**src/sv/mesh_vertex_weld_assert.svh**
```systemverilog
// Assertion macros shared by the vertex weld modules.
// Each expects clk in the scope where it is used; MVW_ASSERT also needs rst_n.
`ifndef MESH_VERTEX_WELD_ASSERT_SVH
`define MESH_VERTEX_WELD_ASSERT_SVH

`ifndef ASSERT_OFF
`define MVW_ASSERT(label, prop, msg) \
    label: assert property (@(posedge clk) disable iff (!rst_n) (prop)) else $error(msg);
`define MVW_ASSERT_ALWAYS(label, prop, msg) \
    label: assert property (@(posedge clk) (prop)) else $error(msg);
`else
`define MVW_ASSERT(label, prop, msg)
`define MVW_ASSERT_ALWAYS(label, prop, msg)
`endif

`endif

```
**src/sv/mvw_pkg.sv**
```systemverilog
package mvw_pkg;

    localparam int MAX_VERTICES = 4096;
    localparam int ADDR_W       = $clog2(MAX_VERTICES);
    localparam int CNT_W        = $clog2(MAX_VERTICES + 1);
    localparam int COORD_W      = 32;
    localparam int DIFF_W       = COORD_W + 1;
    localparam int TOL_W        = 31;
    localparam int SQ_W         = 2 * TOL_W;
    localparam int SUM_W        = 64;
    localparam int OUT_IDX_W    = 12;
    localparam int NUM_CORNERS  = 3;
    localparam int NUM_AXES     = 3;
    localparam int IN_DATA_W    = NUM_CORNERS * NUM_AXES * COORD_W;
    localparam int OUT_DATA_W   = 40;

    localparam logic [1:0] CORNER_A = 2'd0;
    localparam logic [1:0] CORNER_B = 2'd1;
    localparam logic [1:0] CORNER_C = 2'd2;

    typedef logic [COORD_W-1:0] coord_t;
    typedef logic [ADDR_W-1:0]  addr_t;
    typedef logic [CNT_W-1:0]   count_t;

    typedef struct packed {
        logic       start;
        logic       scan_step;
        logic       check;
        logic       wr_en;
        logic [1:0] wr_corner;
        logic       load_out;
    } mvw_cmd_t;

    typedef struct packed {
        logic scan_end;
        logic pipe_busy;
        logic full;
    } mvw_status_t;

    typedef struct packed {
        logic                 table_full;
        logic                 new_c;
        logic                 new_b;
        logic                 new_a;
        logic [OUT_IDX_W-1:0] index_c;
        logic [OUT_IDX_W-1:0] index_b;
        logic [OUT_IDX_W-1:0] index_a;
    } mvw_result_t;

    function automatic logic [OUT_IDX_W-1:0] to_out_idx(input addr_t a);
        logic [OUT_IDX_W+ADDR_W-1:0] ext;
        ext = {{OUT_IDX_W{1'b0}}, a};
        return ext[OUT_IDX_W-1:0];
    endfunction

endpackage

```
**src/sv/mvw_ctrl.sv**
```systemverilog
`include "mesh_vertex_weld_assert.svh"

module mvw_ctrl
(
    input  logic                clk,
    input  logic                rst_n,
    input  logic                in_valid,
    output logic                in_ready,
    input  logic                out_free,
    input  mvw_pkg::mvw_status_t st,
    output mvw_pkg::mvw_cmd_t   cmd
);
    import mvw_pkg::*;

    localparam logic [2:0] ST_IDLE  = 3'd0;
    localparam logic [2:0] ST_SCAN  = 3'd1;
    localparam logic [2:0] ST_DRAIN = 3'd2;
    localparam logic [2:0] ST_CHECK = 3'd3;
    localparam logic [2:0] ST_WR_A  = 3'd4;
    localparam logic [2:0] ST_WR_B  = 3'd5;
    localparam logic [2:0] ST_WR_C  = 3'd6;
    localparam logic [2:0] ST_DONE  = 3'd7;

    logic [2:0] state_reg;
    logic [2:0] state_next;

    assign in_ready = (state_reg == ST_IDLE);

    always_comb
    begin
        state_next = state_reg;
        cmd        = '0;
        unique case (state_reg)
            ST_IDLE:
            begin
                if (in_valid)
                begin
                    cmd.start  = 1'b1;
                    state_next = ST_SCAN;
                end
            end
            ST_SCAN:
            begin
                if (st.scan_end)
                begin
                    state_next = ST_DRAIN;
                end
                else
                begin
                    cmd.scan_step = 1'b1;
                end
            end
            ST_DRAIN:
            begin
                if (!st.pipe_busy)
                begin
                    state_next = ST_CHECK;
                end
            end
            ST_CHECK:
            begin
                cmd.check  = 1'b1;
                state_next = st.full ? ST_DONE : ST_WR_A;
            end
            ST_WR_A:
            begin
                cmd.wr_en     = 1'b1;
                cmd.wr_corner = CORNER_A;
                state_next    = ST_WR_B;
            end
            ST_WR_B:
            begin
                cmd.wr_en     = 1'b1;
                cmd.wr_corner = CORNER_B;
                state_next    = ST_WR_C;
            end
            ST_WR_C:
            begin
                cmd.wr_en     = 1'b1;
                cmd.wr_corner = CORNER_C;
                state_next    = ST_DONE;
            end
            ST_DONE:
            begin
                if (out_free)
                begin
                    cmd.load_out = 1'b1;
                    state_next   = ST_IDLE;
                end
            end
            default:
            begin
                state_next = ST_IDLE;
            end
        endcase
    end

    always_ff @(posedge clk or negedge rst_n)
    begin
        if (!rst_n)
        begin
            state_reg <= ST_IDLE;
        end
        else
        begin
            state_reg <= state_next;
        end
    end

    `MVW_ASSERT(a_no_step_past_end, cmd.scan_step |-> !st.scan_end, "scan stepped past the table end")
    `MVW_ASSERT(a_check_after_drain, cmd.check |-> !st.pipe_busy, "table check with compares in flight")
    `MVW_ASSERT(a_start_only_idle, cmd.start |=> !in_ready, "item taken while busy")

endmodule

```
**config.mk**
```make
export PLATFORM = sky130hd
export DESIGN_NAME = mvw_ctrl
export DESIGN_NICKNAME = d
export VERILOG_FILES = /design/src/sv/mvw_pkg.sv /design/src/sv/mvw_ctrl.sv
export VERILOG_INCLUDE_DIRS = /design/src /design/src/sv
export SDC_FILE = /design/constraint.sdc
export NUM_CORES = 1
export LEC_CHECK = 0
export ABC_AREA = 1
export BUFFER_PORTS_ARGS = -buffer_cell sky130_fd_sc_hd__buf_4
export CAP_MARGIN = 20
export CORE_AREA = 3 3 40 42
export DETAILED_ROUTE_END_ITERATION = 16
export DIE_AREA = 0 0 43 45
export GPL_TIMING_DRIVEN = 0
export PLACE_DENSITY_LB_ADDON = 0.25
export SLEW_MARGIN = 20
export SYNTH_ARGS = -nofsm -noshare
export SYNTH_HDL_FRONTEND = slang
export SYNTH_SLANG_ARGS = --single-unit
```
**constraint.sdc**
```tcl
create_clock -name clk -period 1.4 [get_ports clk]
set_clock_uncertainty 0.2 [all_clocks]
set_input_delay 0.07 -clock clk [delete_from_list [all_inputs] [get_ports clk]]
set_output_delay 0.07 -clock clk [all_outputs]
set_load 0.01 [all_outputs]
```
Word level (Yosys, flattened, before mapping) --
Index checks and enable logic that the tools add are counted.
Cells by class: equal/unequal tests 11, mux-type cells 14, reduce and logical (&&, ||, !) cells 2
Operators with widths (number):
- one-hot mux 3 bit (8 select lines) | 1
- equality test 3 bit, second input constant | 4
- 2-to-1 mux 3 bit | 4
- one-hot mux 3 bit (3 select lines) | 1
- != test 2 bit, second input constant | 4
- 2-to-1 mux 1 bit | 7
- equality test 3 x 2 -> 1 bit, second input constant | 2
- AND reduction 4 bit | 1
- equality test 3 x 1 -> 1 bit, second input constant | 1
- logical NOT 3 bit | 1
- 2-to-1 mux 2 bit | 1
Word-level totals: flip-flop bits (word level) 3, input bits 7, word-level logic and storage cells 28

Longest topological paths before layout --
depth after elaboration 3, depth in mapped cells 7, mapped depth without buffers 7

Worst setup path after synthesis --
No wires, ideal clock.
path type register to register, from reg state_reg[2], to reg state_reg[1], arrival 876 ps, data required time 1077 ps, slack 201 ps, cell stages (with the launch flop) 7, path buffers 0, cells stage by stage dfrtp_1 nor2_1 nand2_1 nand2_2 nor2_2 nand2_1 nand2_1
Between the ends: cells in the longest elaborated chain, start to end 3, elaborated cells on any way between the ends 14, those cells by class eq/ne (11); mux (1); reduce/logical (2)
RTL lines:
- from (decl) | RTL line mvw_ctrl.sv:24 | logic [2:0] state_reg;
- from (signal assigned) | RTL line mvw_ctrl.sv:106 | state_reg <= state_next;
- equality test 3 x 1 -> 1 bit (tied with other cells) | RTL line mvw_ctrl.sv:33 | unique case (state_reg)
- != test 2 bit (no source line)
- AND reduction 4 bit (no source line)
Several ways; a longest one is shown, not always the timed one. A chain may end at the register's enable or synchronous reset.

==> metrics.cfg <==
[yosys]
netlist-cell-type-count = 11
synth_enable_flop_cells = 0
ys_top_cells_by_area = sky130_fd_sc_hd__dfrtp_1 (31%), sky130_fd_sc_hd__nand2_1 (20%), sky130_fd_sc_hd__inv_1 (15%)
post_synth_instance_area_um2 = 245
post_synth.cell_area_avg_um2 = 5.70
yosysTopAreaCell = sky130_fd_sc_hd__dfrtp_1
synth_top_area_share_pct = 30.6
syn-num-nets = 50
synth_ff_type = sky130_fd_sc_hd__dfrtp_1
ys_ff_latch = 3
synthArstFlopShare_pct = 100
post_synth_most_frequent_cells = sky130_fd_sc_hd__nand2_1 (13), sky130_fd_sc_hd__inv_1 (10), sky130_fd_sc_hd__nor2_1 (7), sky130_fd_sc_hd__dfrtp_1 (3)
synthesis.instances = 43
seq_area_frac_synth_pct = 30.6
synth_most_common_cell = sky130_fd_sc_hd__nand2_1
ys.warnings.count = 0

[routing]
wl_per_cell_um = 8.43
avgViaCountPerCell = 3.95
drt-initial-drc-count = 6
firstDrtPassIters = 2
route.vias.total = 316
top_layer_used = met3
met2_length_um = 388
routed-wl-met3_um = 31
detailed_route_wire_length_um = 674
wirelength_met1_um = 254
route.detailed.drc = 0
detail-route-antenna-nets = 0

[cells_and_area]
layout.cell_area.non_filler_um2 = 462
num-nets-final = 73
post_route_cells_drive_above_1_share_pct = 47.7
antenna-diode-count = 0
fin_cells = 80
syn_to_final_growth_pct = 88.3
max_ffs_per_register = 3

[flow_run]
drv_cap = 0

[global_route]
grt_pass1_wl_mm = 1.12
grt_use_total_pct = 7.83
pin_count_of_the_biggest_net_entering_global_routing = 8
first_global_vias = 296
globalRouteOverflowTotal = 0
antenna_found_initial = 0

[sta]
count_of_final_max_slew_check_failures = 0
slew_headroom_pct = 89.3
clock.fmax_ghz = 0.737
finalSetupViolations = 0
finalHoldViolCount = 0
fin_ws_ns = 0.0439
fin_crit_sh_pct = 96.9
setup_repair_after_global_routing_missed_its_margin = true
hold_ws_ns = 0.122
timing.final.crit_period_ns = 1.36
setup_total_negative_slack_ns = 0
worst_slew_pin_slew_ns = 0.159

[power]
max-vdd-ir-drop_uv = 559
static-leakage-power_nw = 0.264
p_per_area_nw_per_um2 = 2020

[clocking]
cts-buffers-inserted = 3
cts_root_buf = sky130_fd_sc_hd__clkbuf_4
tritoncts = yes
cts.path.max_buffers = 2
worst_skew_pair.late_latency_ns = 0.23
tritoncts_num_sinks = 3
h-tree-depth = 1
clk_pin_slew_worst_paths_ns = 0.03

[die]
die_y_um = 45
row_count = 13
chipWidth_um = 43
floorplan.initialDensity_pct = 19.1
coreArea_um2 = 1280
top_level_ports = 15
fp.dieArea_um2 = 1940

[outcome]
run_status = finished clean

[worst_setup_path]
crit_fanout = 5
signal_arrival_time_at_the_worst_endpoint_ns = 1.09
setup_crit_path_kind = reg2out
worst_setup_path_end_kind = output port
required_time_at_the_endpoint_of_the_critical_path_ns = 1.13
worst_setup_path_start_kind = flip-flop

[place]
port_buffers = 14
dpl_worst_slack_ns = 0.0847
dp_cells = 72
routability_congestion = 0.679
dpl-instance-area_um2 = 369
hpwl_um = 512

[min_path]
worst_hold_check_path_type = in2reg

## area by class of cell
cell class              count  area (um^2)
fillers                   152          823
multi-input cells          30          155
repair buffers             18          145
flip-flops and latches      3         78.8
inverters                  10         37.5
clock buffers               4         26.3
well taps                  15         18.8
## critical path, cell delays in order (launching register included)
cell and delay [ns]:
sky130_fd_sc_hd__dfrtp_2 0.44, sky130_fd_sc_hd__nor2_4 0.14, sky130_fd_sc_hd__nand2_2 0.07, sky130_fd_sc_hd__nor2_2 0.10
sky130_fd_sc_hd__buf_4 0.12
## cells in the final DEF (no fill, tap or decap), drive strengths merged
cell type / n
nor2: 9
clkbuf: 4
nand4: 1
nand2: 14
dlygate4sd3: 4
dfrtp: 3
nand3b: 1
inv: 10
nor3: 1
nand3: 2
buf: 14
o21ai: 2
## routing by layer
| layer | vias up | track usage [%] |
|---|---|---|
| met1 | 139 | 7.49 |
| li1 | 173 | - |
| met5 | - | 0 |
| met2 | 4 | 14.1 |
| met4 | 0 | 7.23 |
| met3 | 0 | 1.59 |
## final timing paths
check	start	end	slack (ns)	depth (start not counted)
worst max-delay path	state_reg[1]	cmd[6]	0.04	4
worst min-delay path	st[1]	state_reg[1]	0.12	7
worst max register to register	state_reg[0]	state_reg[0]	0.12	6
worst min register to register	state_reg[1]	state_reg[1]	0.39	2
max in group asynchronous	rst_n	state_reg[2]	0.31	3
min in group asynchronous	rst_n	state_reg[1]	0.53	3
## where the power goes
group	switching [W]	internal (W)
combinational	0.000297	0.000251
clock	0.0000383	0.000106
sequential	0.0000941	0.000145
total	0.000429	0.000502
## logic make-up (layout without fill, tap and decap cells)
group / count (synthesis) / in the layout / synth area share [%]
AND/OR/NAND/NOR: 28 / 28 / 50.0
buffers and inverters: 10 / 32 / 15.3
flip-flops: 3 / 3 / 30.6
AO/OA/AOI/OAI: 2 / 2 / 4.08
## through the flow
stage | utilization, % | total power [W]
2_1_floorplan | - | 0.000511
3_3_place_gp | 28.7 | 0.000710
3_5_place_dp | 28.7 | 0.000709
4_1_cts | 34.2 | 0.000883
5_1_grt | 35.9 | 0.00103
6_report | 35.9 | 0.000932
## repair_timing
item,4_1_cts,5_1_grt
hold buffers,4,0
resized for setup,2,11
pin swaps,0,3
endpoints found under the hold margin,6,0
endpoints found under the setup margin,3,7
cloned,0,0
setup buffers,0,0
(Power assumes the default switching activity.)
